[src/hw/rtl/msgbi_pkg.sv]
// Package: constants, codes and types of the stream group buffer index unit.
`default_nettype none

package msgbi_pkg;

    localparam int MAX_STREAMS  = 4;
    localparam int MAX_CAPACITY = 512;

    localparam int IDX_W      = $clog2(MAX_STREAMS);
    localparam int POS_W      = $clog2(MAX_CAPACITY + 1);
    localparam int GRP_W      = 32;
    localparam int CNT_W      = 3;
    localparam int CAP_W      = 10;
    localparam int MASK_W     = 4;
    localparam int SLOT_W     = 9;
    localparam int SPACE_W    = 16;
    localparam int CFG_IDX_W  = 2;
    localparam int CFG_DATA_W = 10;
    // w - r + cap * diff, signed, with headroom
    localparam int LAG_W      = POS_W + GRP_W + 3;

    // command codes
    localparam logic [1:0] CMD_PUT = 2'd0;
    localparam logic [1:0] CMD_GET = 2'd1;
    localparam logic [1:0] CMD_END = 2'd2;

    // configuration register indexes
    localparam logic [CFG_IDX_W-1:0] CFG_STREAM_COUNT = 2'd0;
    localparam logic [CFG_IDX_W-1:0] CFG_CAPACITY     = 2'd1;
    localparam logic [CFG_IDX_W-1:0] CFG_FRAME_MODE   = 2'd2;
    localparam logic [CFG_IDX_W-1:0] CFG_VIDEO_MASK   = 2'd3;

    typedef enum logic [2:0] {
        ST_OK        = 3'd0,
        ST_EOS       = 3'd1,
        ST_NOSTREAMS = 3'd2,
        ST_BADINDEX  = 3'd3,
        ST_EMPTY     = 3'd4,
        ST_THROTTLED = 3'd5
    } t_status;

    typedef enum logic [2:0] {
        S_IDLE,
        S_P_READ,
        S_P_EXEC,
        S_G_READ,
        S_G_EVAL,
        S_G_PICK,
        S_G_FINAL
    } t_state;

    // writer side entry, one per stream
    typedef struct packed {
        logic [GRP_W-1:0] grp;
        logic [POS_W-1:0] prev;
        logic [POS_W-1:0] wpos;
    } t_wr_entry;

    // reader side entry, one per stream
    typedef struct packed {
        logic [GRP_W-1:0] rgrp;
        logic [POS_W-1:0] rpos;
    } t_rd_entry;

endpackage

`default_nettype wire

[src/hw/rtl/multi_stream_gop_buffer_index_unit.sv]
// Top level: group-of-pictures ring buffer index engine with one reader.
`default_nettype none

// Index engine for per-stream group-of-pictures ring buffers. A command is
// taken when i_start is high and o_busy is low; every command except the
// unused code three answers with exactly one result beat, marked by o_valid
// for one cycle, which the receiver must take as it comes. End of stream,
// error answers and a get with no streams set up are decided at acceptance:
// the result shows in the next cycle and o_busy never rises. A put reads the
// stream's writer entry in S_P_READ and writes it back in S_P_EXEC, with
// o_busy high in both; the result shows in the cycle after S_P_EXEC.
// A get walks the streams in use one at a time through the writer and
// reader memories in S_G_READ, S_G_EVAL and S_G_PICK (read, repair and
// write back, compare), then commits the chosen stream in S_G_FINAL;
// o_busy stays high throughout. The state lives in two 4-entry memories
// with registered reads; per-entry valid bits make them read as zero after
// reset, so no clearing pass is needed. Configuration writes are always
// taken (o_cfg_ready is tied high) and must only happen while idle.
module multi_stream_gop_buffer_index_unit
    import msgbi_pkg::*;
(
    input  wire logic                  i_clk,
    input  wire logic                  i_rst_n,
    // command channel
    input  wire logic                  i_start,
    output logic                       o_busy,
    input  wire logic [1:0]            i_command,
    input  wire logic [2:0]            i_stream_index,
    input  wire logic                  i_key_frame,
    input  wire logic                  i_space_known,
    input  wire logic [SPACE_W-1:0]    i_out_space,
    input  wire logic [SPACE_W-1:0]    i_max_space,
    // result beat
    output logic                       o_valid,
    output logic [2:0]                 o_status,
    output logic [1:0]                 o_chosen_stream,
    output logic [SLOT_W-1:0]          o_slot,
    output logic                       o_stored,
    // configuration write channel
    input  wire logic                  i_cfg_valid,
    output logic                       o_cfg_ready,
    input  wire logic [CFG_IDX_W-1:0]  i_cfg_index,
    input  wire logic [CFG_DATA_W-1:0] i_cfg_data
);

    // ---------------- registers ----------------
    t_state                r_state, n_state;

    logic [CNT_W-1:0]      r_stream_count;
    logic [CAP_W-1:0]      r_capacity;
    logic                  r_frame_mode;
    logic [MASK_W-1:0]     r_video_mask;
    logic                  r_ended;

    // captured command
    logic [IDX_W-1:0]      r_stream;
    logic                  r_key;
    logic                  r_known;
    logic [SPACE_W-1:0]    r_ospace;
    logic [SPACE_W-1:0]    r_mspace;

    // get walk
    logic [IDX_W-1:0]      r_idx;
    logic                  r_cur_cand;
    logic signed [LAG_W-1:0] r_cur_lag;
    t_rd_entry             r_cur_rd;
    logic                  r_best_vld;
    logic [IDX_W-1:0]      r_best_idx;
    logic signed [LAG_W-1:0] r_best_lag;
    t_rd_entry             r_best_rd;

    // result registers
    logic                  r_valid;
    t_status               r_status;
    logic [1:0]            r_chosen;
    logic [SLOT_W-1:0]     r_slot;
    logic                  r_stored;

    // memories
    t_wr_entry             r_wr_mem [MAX_STREAMS];
    t_rd_entry             r_rd_mem [MAX_STREAMS];
    logic [MAX_STREAMS-1:0] r_wr_vld;
    logic [MAX_STREAMS-1:0] r_rd_vld;
    t_wr_entry             r_wr_q;
    t_rd_entry             r_rd_q;
    logic                  r_wr_q_vld;
    logic                  r_rd_q_vld;

    // ---------------- live configuration ----------------
    logic [CNT_W-1:0]      live_n;
    logic [POS_W-1:0]      live_cap;
    logic                  any_audio;

    always_comb begin
        live_n = (r_stream_count > CNT_W'(MAX_STREAMS)) ? CNT_W'(MAX_STREAMS)
                                                         : r_stream_count;
        if (r_capacity == '0 || r_capacity > CAP_W'(MAX_CAPACITY)) begin
            live_cap = POS_W'(MAX_CAPACITY);
        end else begin
            live_cap = POS_W'(r_capacity);
        end
        any_audio = 1'b0;
        for (int i = 0; i < MAX_STREAMS; i++) begin
            if (CNT_W'(i) < live_n && !r_video_mask[i]) begin
                any_audio = 1'b1;
            end
        end
    end

    // memory read data, zero while an entry was never written
    t_wr_entry wr_cur;
    t_rd_entry rd_cur;
    assign wr_cur = r_wr_q_vld ? r_wr_q : '0;
    assign rd_cur = r_rd_q_vld ? r_rd_q : '0;

    // ---------------- acceptance decode ----------------
    logic accept;
    logic put_ok;
    logic get_walk;
    assign accept   = i_start && (r_state == S_IDLE);
    assign put_ok   = (i_command == CMD_PUT) && !r_ended && (live_n != '0)
                      && (i_stream_index < live_n);
    assign get_walk = (i_command == CMD_GET) && !r_ended && (live_n != '0);

    logic last_idx;
    assign last_idx = (CNT_W'(r_idx) + CNT_W'(1)) == live_n;

    // ---------------- put datapath ----------------
    logic             p_vid;
    logic             p_restart;
    t_wr_entry        p_new;
    logic [POS_W-1:0] p_w0;
    logic             p_fits;

    always_comb begin
        p_vid = r_video_mask[r_stream];
        if (r_frame_mode) begin
            p_restart = wr_cur.wpos >= live_cap;
        end else begin
            p_restart = (p_vid && r_key) || (!p_vid && wr_cur.wpos >= live_cap);
        end
        p_new = wr_cur;
        if (p_restart) begin
            p_new.prev = wr_cur.wpos;
            p_new.wpos = '0;
            p_new.grp  = wr_cur.grp + GRP_W'(1);
        end
        p_w0   = p_new.wpos;
        p_fits = p_w0 < live_cap;
        if (p_fits) begin
            p_new.wpos = p_w0 + POS_W'(1);
        end
    end

    // ---------------- get repair (one stream) ----------------
    logic [GRP_W-1:0]         g_diff;
    logic [POS_W+GRP_W-1:0]   g_prod;
    logic signed [LAG_W-1:0]  g_lag;
    logic [POS_W-1:0]         g_size;
    t_rd_entry                g_rd_new;
    logic                     g_cand;

    always_comb begin
        g_diff   = wr_cur.grp - rd_cur.rgrp;
        g_prod   = (POS_W+GRP_W)'(live_cap) * (POS_W+GRP_W)'(g_diff);
        g_rd_new = rd_cur;
        g_size   = wr_cur.wpos;
        if (g_diff == '0) begin
            g_lag = LAG_W'(wr_cur.wpos) - LAG_W'(rd_cur.rpos);
        end else if (g_diff != GRP_W'(1)) begin
            // reader lost track: resync to start of current group
            g_lag = LAG_W'(wr_cur.wpos) - LAG_W'(rd_cur.rpos) + LAG_W'(g_prod);
            g_rd_new.rgrp = wr_cur.grp;
            g_rd_new.rpos = '0;
        end else begin
            g_lag = LAG_W'(wr_cur.prev) - LAG_W'(rd_cur.rpos) + LAG_W'(wr_cur.wpos);
            if (!(wr_cur.wpos <= rd_cur.rpos && rd_cur.rpos < wr_cur.prev)) begin
                // old group already overwritten under the reader
                g_rd_new.rgrp = wr_cur.grp;
                g_rd_new.rpos = '0;
            end else begin
                g_size = wr_cur.prev;
            end
        end
        g_cand = g_rd_new.rpos < g_size;
    end

    // ---------------- pick compare ----------------
    logic c_vid;
    logic b_vid;
    logic c_take;

    always_comb begin
        c_vid  = r_video_mask[r_idx];
        b_vid  = r_video_mask[r_best_idx];
        c_take = 1'b0;
        if (r_cur_cand) begin
            if (!r_best_vld) begin
                c_take = 1'b1;
            end else if (!c_vid) begin
                c_take = b_vid || (r_cur_lag > r_best_lag);
            end else begin
                c_take = b_vid && (r_cur_lag > r_best_lag);
            end
        end
    end

    logic throttle;
    assign throttle = !r_frame_mode && any_audio && r_video_mask[r_best_idx] && r_known
                      && (r_ospace < (r_mspace >> 1)) && (r_best_rd.rpos != '0);

    // ---------------- next state ----------------
    always_comb begin
        n_state = r_state;
        case (r_state)
            S_IDLE: begin
                if (accept && put_ok) begin
                    n_state = S_P_READ;
                end else if (accept && get_walk) begin
                    n_state = S_G_READ;
                end
            end
            S_P_READ:  n_state = S_P_EXEC;
            S_P_EXEC:  n_state = S_IDLE;
            S_G_READ:  n_state = S_G_EVAL;
            S_G_EVAL:  n_state = S_G_PICK;
            S_G_PICK:  n_state = last_idx ? S_G_FINAL : S_G_READ;
            S_G_FINAL: n_state = S_IDLE;
            default:   n_state = S_IDLE;
        endcase
    end

    // ---------------- outputs of the sequencer ----------------
    logic             wr_re;
    logic [IDX_W-1:0] wr_raddr;
    logic             wr_we;
    logic             rd_re;
    logic             rd_we;
    logic [IDX_W-1:0] rd_waddr;
    t_rd_entry        rd_wdata;
    logic             res_en;
    t_status          res_status;
    logic [1:0]       res_chosen;
    logic [SLOT_W-1:0] res_slot;
    logic             res_stored;
    logic             set_ended;

    always_comb begin
        wr_re      = 1'b0;
        wr_raddr   = r_idx;
        wr_we      = 1'b0;
        rd_re      = 1'b0;
        rd_we      = 1'b0;
        rd_waddr   = r_idx;
        rd_wdata   = g_rd_new;
        res_en     = 1'b0;
        res_status = ST_OK;
        res_chosen = '0;
        res_slot   = '0;
        res_stored = 1'b0;
        set_ended  = 1'b0;
        case (r_state)
            S_IDLE: begin
                if (accept) begin
                    case (i_command)
                        CMD_END: begin
                            res_en    = 1'b1;
                            set_ended = 1'b1;
                        end
                        CMD_PUT: begin
                            if (r_ended) begin
                                res_en     = 1'b1;
                                res_status = ST_EOS;
                            end else if (live_n == '0) begin
                                res_en     = 1'b1;
                                res_status = ST_NOSTREAMS;
                            end else if (i_stream_index >= live_n) begin
                                res_en     = 1'b1;
                                res_status = ST_BADINDEX;
                            end
                        end
                        CMD_GET: begin
                            if (r_ended) begin
                                res_en     = 1'b1;
                                res_status = ST_EOS;
                            end else if (live_n == '0) begin
                                res_en     = 1'b1;
                                res_status = ST_EMPTY;
                            end
                        end
                        default: ;
                    endcase
                end
            end
            S_P_READ: begin
                wr_re    = 1'b1;
                wr_raddr = r_stream;
            end
            S_P_EXEC: begin
                wr_we      = 1'b1;
                res_en     = 1'b1;
                res_chosen = 2'(r_stream);
                res_slot   = p_fits ? SLOT_W'(p_w0) : '0;
                res_stored = p_fits;
            end
            S_G_READ: begin
                wr_re = 1'b1;
                rd_re = 1'b1;
            end
            S_G_EVAL: begin
                // repairs are written back whatever the outcome
                rd_we = 1'b1;
            end
            S_G_FINAL: begin
                res_en = 1'b1;
                if (!r_best_vld) begin
                    res_status = ST_EMPTY;
                end else if (throttle) begin
                    res_status = ST_THROTTLED;
                    res_chosen = 2'(r_best_idx);
                end else begin
                    res_chosen    = 2'(r_best_idx);
                    res_slot      = SLOT_W'(r_best_rd.rpos);
                    rd_we         = 1'b1;
                    rd_waddr      = r_best_idx;
                    rd_wdata      = r_best_rd;
                    rd_wdata.rpos = r_best_rd.rpos + POS_W'(1);
                end
            end
            default: ;
        endcase
    end

    // ---------------- control registers ----------------
    always_ff @(posedge i_clk) begin
        if (!i_rst_n) begin
            r_state        <= S_IDLE;
            r_stream_count <= '0;
            r_capacity     <= CAP_W'(MAX_CAPACITY);
            r_frame_mode   <= 1'b0;
            r_video_mask   <= '0;
            r_ended        <= 1'b0;
            r_valid        <= 1'b0;
            r_wr_vld       <= '0;
            r_rd_vld       <= '0;
        end else begin
            r_state <= n_state;
            r_valid <= res_en;
            if (set_ended) begin
                r_ended <= 1'b1;
            end
            if (wr_we) begin
                r_wr_vld[r_stream] <= 1'b1;
            end
            if (rd_we) begin
                r_rd_vld[rd_waddr] <= 1'b1;
            end
            if (i_cfg_valid && o_cfg_ready) begin
                case (i_cfg_index)
                    CFG_STREAM_COUNT: r_stream_count <= i_cfg_data[CNT_W-1:0];
                    CFG_CAPACITY:     r_capacity     <= i_cfg_data[CAP_W-1:0];
                    CFG_FRAME_MODE:   r_frame_mode   <= i_cfg_data[0];
                    CFG_VIDEO_MASK:   r_video_mask   <= i_cfg_data[MASK_W-1:0];
                    default: ;
                endcase
            end
        end
    end

    // ---------------- datapath registers ----------------
    always_ff @(posedge i_clk) begin
        if (accept) begin
            r_stream   <= i_stream_index[IDX_W-1:0];
            r_key      <= i_key_frame;
            r_known    <= i_space_known;
            r_ospace   <= i_out_space;
            r_mspace   <= i_max_space;
            r_idx      <= '0;
            r_best_vld <= 1'b0;
        end
        if (r_state == S_G_EVAL) begin
            r_cur_cand <= g_cand;
            r_cur_lag  <= g_lag;
            r_cur_rd   <= g_rd_new;
        end
        if (r_state == S_G_PICK) begin
            if (c_take) begin
                r_best_vld <= 1'b1;
                r_best_idx <= r_idx;
                r_best_lag <= r_cur_lag;
                r_best_rd  <= r_cur_rd;
            end
            r_idx <= r_idx + IDX_W'(1);
        end
        if (res_en) begin
            r_status <= res_status;
            r_chosen <= res_chosen;
            r_slot   <= res_slot;
            r_stored <= res_stored;
        end
    end

    // ---------------- memories ----------------
    always_ff @(posedge i_clk) begin
        if (wr_we) begin
            r_wr_mem[r_stream] <= p_new;
        end
        if (wr_re) begin
            r_wr_q     <= r_wr_mem[wr_raddr];
            r_wr_q_vld <= r_wr_vld[wr_raddr];
        end
    end

    always_ff @(posedge i_clk) begin
        if (rd_we) begin
            r_rd_mem[rd_waddr] <= rd_wdata;
        end
        if (rd_re) begin
            r_rd_q     <= r_rd_mem[r_idx];
            r_rd_q_vld <= r_rd_vld[r_idx];
        end
    end

    // ---------------- ports ----------------
    assign o_busy          = (r_state != S_IDLE);
    assign o_valid         = r_valid;
    assign o_status        = r_status;
    assign o_chosen_stream = r_chosen;
    assign o_slot          = r_slot;
    assign o_stored        = r_stored;
    assign o_cfg_ready     = 1'b1;

`ifndef SYNTH
    // error answers carry no slot and no store
    a_err_fields: assert property (@(posedge i_clk) disable iff (!i_rst_n)
        (o_valid && o_status != ST_OK && o_status != ST_THROTTLED)
            |-> (o_slot == '0 && o_stored == 1'b0 && o_chosen_stream == '0))
        else $error("error result with nonzero fields");

    // a slot is only granted with an ok status
    a_stored_ok: assert property (@(posedge i_clk) disable iff (!i_rst_n)
        (o_valid && o_stored) |-> (o_status == ST_OK))
        else $error("stored set on non-ok result");

    // the walk never reaches a stream that is not in use
    a_walk_range: assert property (@(posedge i_clk) disable iff (!i_rst_n)
        (r_state == S_G_READ) |-> (CNT_W'(r_idx) < live_n))
        else $error("get walk past streams in use");

    // a put result follows its memory read, with S_P_EXEC between the two
    a_put_timing: assert property (@(posedge i_clk) disable iff (!i_rst_n)
        (r_state == S_P_READ) |=> (r_state == S_P_EXEC) ##1 o_valid)
        else $error("put result not delivered in time");
`endif

endmodule

`default_nettype wire

[config.mk]
export PLATFORM = sky130hd
export DESIGN_NAME = multi_stream_gop_buffer_index_unit
export DESIGN_NICKNAME = d
export VERILOG_FILES = /design/src/hw/rtl/msgbi_pkg.sv /design/src/hw/rtl/multi_stream_gop_buffer_index_unit.sv
export SDC_FILE = /design/constraint.sdc
export NUM_CORES = 2
export LEC_CHECK = 0
export BUFFER_PORTS_ARGS = -buffer_cell sky130_fd_sc_hd__buf_2
export CELL_PAD_IN_SITES_DETAIL_PLACEMENT = 0
export CELL_PAD_IN_SITES_GLOBAL_PLACEMENT = 2
export CORE_MARGIN = 5
export CORE_UTILIZATION = 41
export CTS_CLUSTER_SIZE = 16
export DETAILED_ROUTE_END_ITERATION = 7
export GPL_TIMING_DRIVEN = 0
export PLACE_DENSITY_LB_ADDON = 0.1
export SYNTH_ARGS = -nofsm -noshare
export SYNTH_HDL_FRONTEND = slang
export SYNTH_SLANG_ARGS = --single-unit
[constraint.sdc]
create_clock -name i_clk -period 11.3 [get_ports i_clk]
set_clock_uncertainty 0.1 [all_clocks]
set_input_delay 1.695 -clock i_clk [delete_from_list [all_inputs] [get_ports i_clk]]
set_output_delay 1.695 -clock i_clk [all_outputs]
set_load 0.02 [all_outputs]
==> flow_summary.ini <==
[critical_path]
critical_path.max_stage_delay_ps = 620
worst_path_dominant_cell_family = adder cells
worst_path_most_repeated_cell = fa_1
rr_endpoint = r_cur_lag[42]
cpMaxStageDelayCell = or4b_2
rr_worst_depth = 42
worst-r2r-setup-slack_ps = 530
worst_setup_path_start_kind = flop
timing.critical_path.from = r_wr_q_vld
worstPathRequired_ps = 11580
critical_path_cell_count = 42
timing.critical_path.buf_inv = 7
crit_arrival_ps = 11050
worst-setup-path-type = flop to flop
worstSetupEndpoint = r_cur_lag[42]
worst-path-max-fanout = 19
end_kind = flop
regToRegStartpoint = r_wr_q_vld

[sta]
layout_setup_ws_ps = 531.4
setup_violation_total_in_the_final_timing_report = 0
max_slew_margin_pct = 8.744
timing.final.hold_violations = 0
tightest_pin_transition_ps = 1331
final_period_minus_worst_setup_slack_ps = 10770
finalCritPeriodShare_pct = 95.30
fmaxAchievable_mhz = 92.86
maxSlewViolCount = 0
fin_tns_setup_ps = 0
grt_setup_unrepaired = no
fin_worst_hold_slack_ps = 310.5

[synthesis]
ranking_of_synthesized_cells_by_area = edfxtp_1, fa_1, ha_1, mux4_2, inv_1
postSynthRegisterBits = 731
synth_warnings = 0
yosysSeqAreaShare_pct = 46.99
yosys_most_used_dff = edfxtp_1
library_cell_occupying_the_most_area_in_the_post_synthesis_netlist = edfxtp_1
synth_nets = 4444
syn_inst = 3871
synth-edff-count = 699
cell_area_after_technology_mapping_um2 = 46030
ys_types = 88
syn_area_per_cell_um2 = 11.89
yosys.area.top_type_share_pct = 45.60
synth_async_sr_flop_share_pct = 0

[floorplanning]
die_area_um2 = 119100
core_um2 = 112000
starting_density_of_the_core_pct = 41.08
die_extent_in_y_um = 345.1
io-pin-count = 73
floorplan.die.width_um = 345.1
fp-row-count = 123

[placed_design]
buffer_ports.inserted = 69
final_weighted_congestion_of_routability_driven_global_placement = 0.8401
hpwlAfterDp_um = 102000
dpl_worst_slack_ps = -3624

[final_layout]
area.growth.synth_to_final_pct = 14.51
count_of_nets_after_finishing = 4659
count_of_fill_cells_added_during_filler_insertion = 10450
drive_above_1_share_pct = 14.95
final_util_pct = 47.05

[global_route]
first_global_vias = 31210
wire_length_of_the_first_global_routing_pass_um = 198300
globalRoute.totalOverflow = 0
antenna_found_initial = 3
globalRouteTotalUtil_pct = 21.73
grt_max_degree = 44

[clock_network]
worst_skew_pair.late_latency_ps = 670
number_of_hold_buffers_added_after_cts = 0
clk_transition_reported_paths_ps = 60
cts_tree = built
clk_root_buffer_cell = clkbuf_16
number_of_buffers_on_the_longest_clock_path = 3
cts_buffers = 79
number_of_clock_sinks_seen_by_cts = 731
cts_max_level = 3

[worst_hold_path]
min_path_type = flop to flop

[routing]
detail_route.iter0.violations = 1903
route.detailed.vias_per_inst = 5.340
final_antenna_net_count = 0
totalWireLength_um = 130800
wl_per_cell_um = 23.13
vias = 30190
drt_pre_antenna_iters = 5
drc_violations_left = 0

[power_and_ir_drop]
power-per-cell-area_nw_per_um2 = 203.8
vdd_ir_drop_max_v = 0.0001484
power_leakage_nw = 21.01

[run]
max_cap_violations = 0

[run_status]
outcome = finished clean
## per-stage QoR
step                      area (µm²)  instances  power [mW]
after floorplan                46030       3871       6.639
after global placement         48250       5440       7.910
after detailed placement       48980       5492       7.927
after CTS                      52320       5653       10.76
after global routing           52710       5653       11.46
final                          52710       5654       10.74
## metal layers
metal | share of wire [%] | GRT usage (%) | routed length, µm
met1 | 46 | 31.02 | 60630
met2 | 47 | 35.37 | 61230
met3 | 4.4 | 3.077 | 5754
met4 | 2.4 | 5.192 | 3156
met5 | 0.0092 | 0 | 12
## layout make-up
type                            instances  area [µm²]  area share [%]
Inverter                              380        1426           2.706
Sequential cell                       731       21630           41.04
Buffer                                124       635.6           1.206
Clock buffer                           98        2058           3.905
Tap cell                             1500        1877           3.561
Multi-Input combinational cell       2614       23250           44.11
Clock inverter                         50       586.8           1.113
Antenna cell                            1       2.502        0.004747
Timing Repair Buffer                  156        1241           2.355
## state kept, by name, indices dropped and copies added, names as in the netlist, 9 cells and up
| register | cells |
|---|---|
| r_capacity | 10 |
| o_slot | 9 |
| r_wr_mem | 208 |
| r_rd_mem | 168 |
| r_rd_q | 42 |
| r_mspace | 15 |
| r_ospace | 16 |
| r_best_rd | 42 |
| r_wr_q | 52 |
| r_cur_lag | 44 |
| r_best_lag | 44 |
| r_cur_rd | 42 |
## worst min-delay path by stage
| stage | startpoint | endpoint | slack [ps] | cells after the start |
|---|---|---|---|---|
| 6_report | r_cur_rd[32] | r_best_rd[32] | 310 | 0 |
| 5_1_grt | r_cur_rd[10] | r_best_rd[10] | 320 | 0 |
| 4_1_cts | r_cur_rd[10] | r_best_rd[10] | 310 | 0 |
| 3_5_place_dp | r_cur_rd[21] | r_best_rd[21] | 310 | 0 |
| 2_1_floorplan | r_cur_rd[0] | r_best_rd[0] | 300 | 0 |
| 3_3_place_gp | r_cur_rd[38] | r_best_rd[38] | 300 | 0 |
## repair_timing
action,4_1_cts,5_1_grt
gates resized for setup,116,80
pin swaps,17,44
cloned,0,0
buffers inserted,23,12
endpoints found under the setup margin,30,10
## cells in the mapped netlist, drive strengths merged, types with 22 or more instances
library cell / number
a211oi: 23
a21o: 93
a21oi: 189
and2: 47
and3: 25
buf: 30
clkbuf: 116
dfxtp: 32
edfxtp: 699
fa: 243
ha: 275
inv: 379
mux2: 47
mux2i: 71
mux4: 99
nand2: 369
nand2b: 43
nand3: 72
nand4: 46
nor2: 302
nor2b: 54
nor3: 47
nor4: 24
o21a: 39
o21ai: 116
or3: 22
xnor2: 119
xor2: 45
## worst reg2reg max path, delay by kind of cell (launching register included)
family | cells | cell delay, ps
fa+ha+maj | 8 | 3340
xor+xnor | 2 | 400
simple gates | 9 | 1900
buf+inv | 7 | 1150
compound gates | 16 | 3220
flops | 1 | 370
## power breakdown
part	switching, mW	internal [mW]
sequential	0.0655	3.35
combinational	2.83	1.87
clock	1.11	1.52
total	4.00	6.74
## cell families (layout without fill, tap and decap cells)
group	after synthesis	count (layout)	synth area share, %
compound gates	610	610	8.576
xor+xnor	164	164	3.137
fa+ha+maj	518	518	18.04
buf+inv	526	808	4.417
flops	731	731	46.99
mux	217	217	7.538
other cells	1	2	0.008147
simple gates	1104	1104	11.29
## placed cells by master, fill, tap and decap left out, types with 71 or more instances in the layout
master	Yosys	layout
a21o_1	93	93
mux4_2	99	99
inv_1	378	376
buf_2	17	86
ha_1	275	261
clkbuf_16	0	81
clkbuf_1	116	100
nand2_1	369	364
a21oi_1	188	175
xnor2_1	118	107
nand3_1	71	71
o21ai_0	112	100
edfxtp_1	699	699
fa_1	243	241
nor2_1	302	289
No activity file was read; power rests on OpenSTA's default activity.
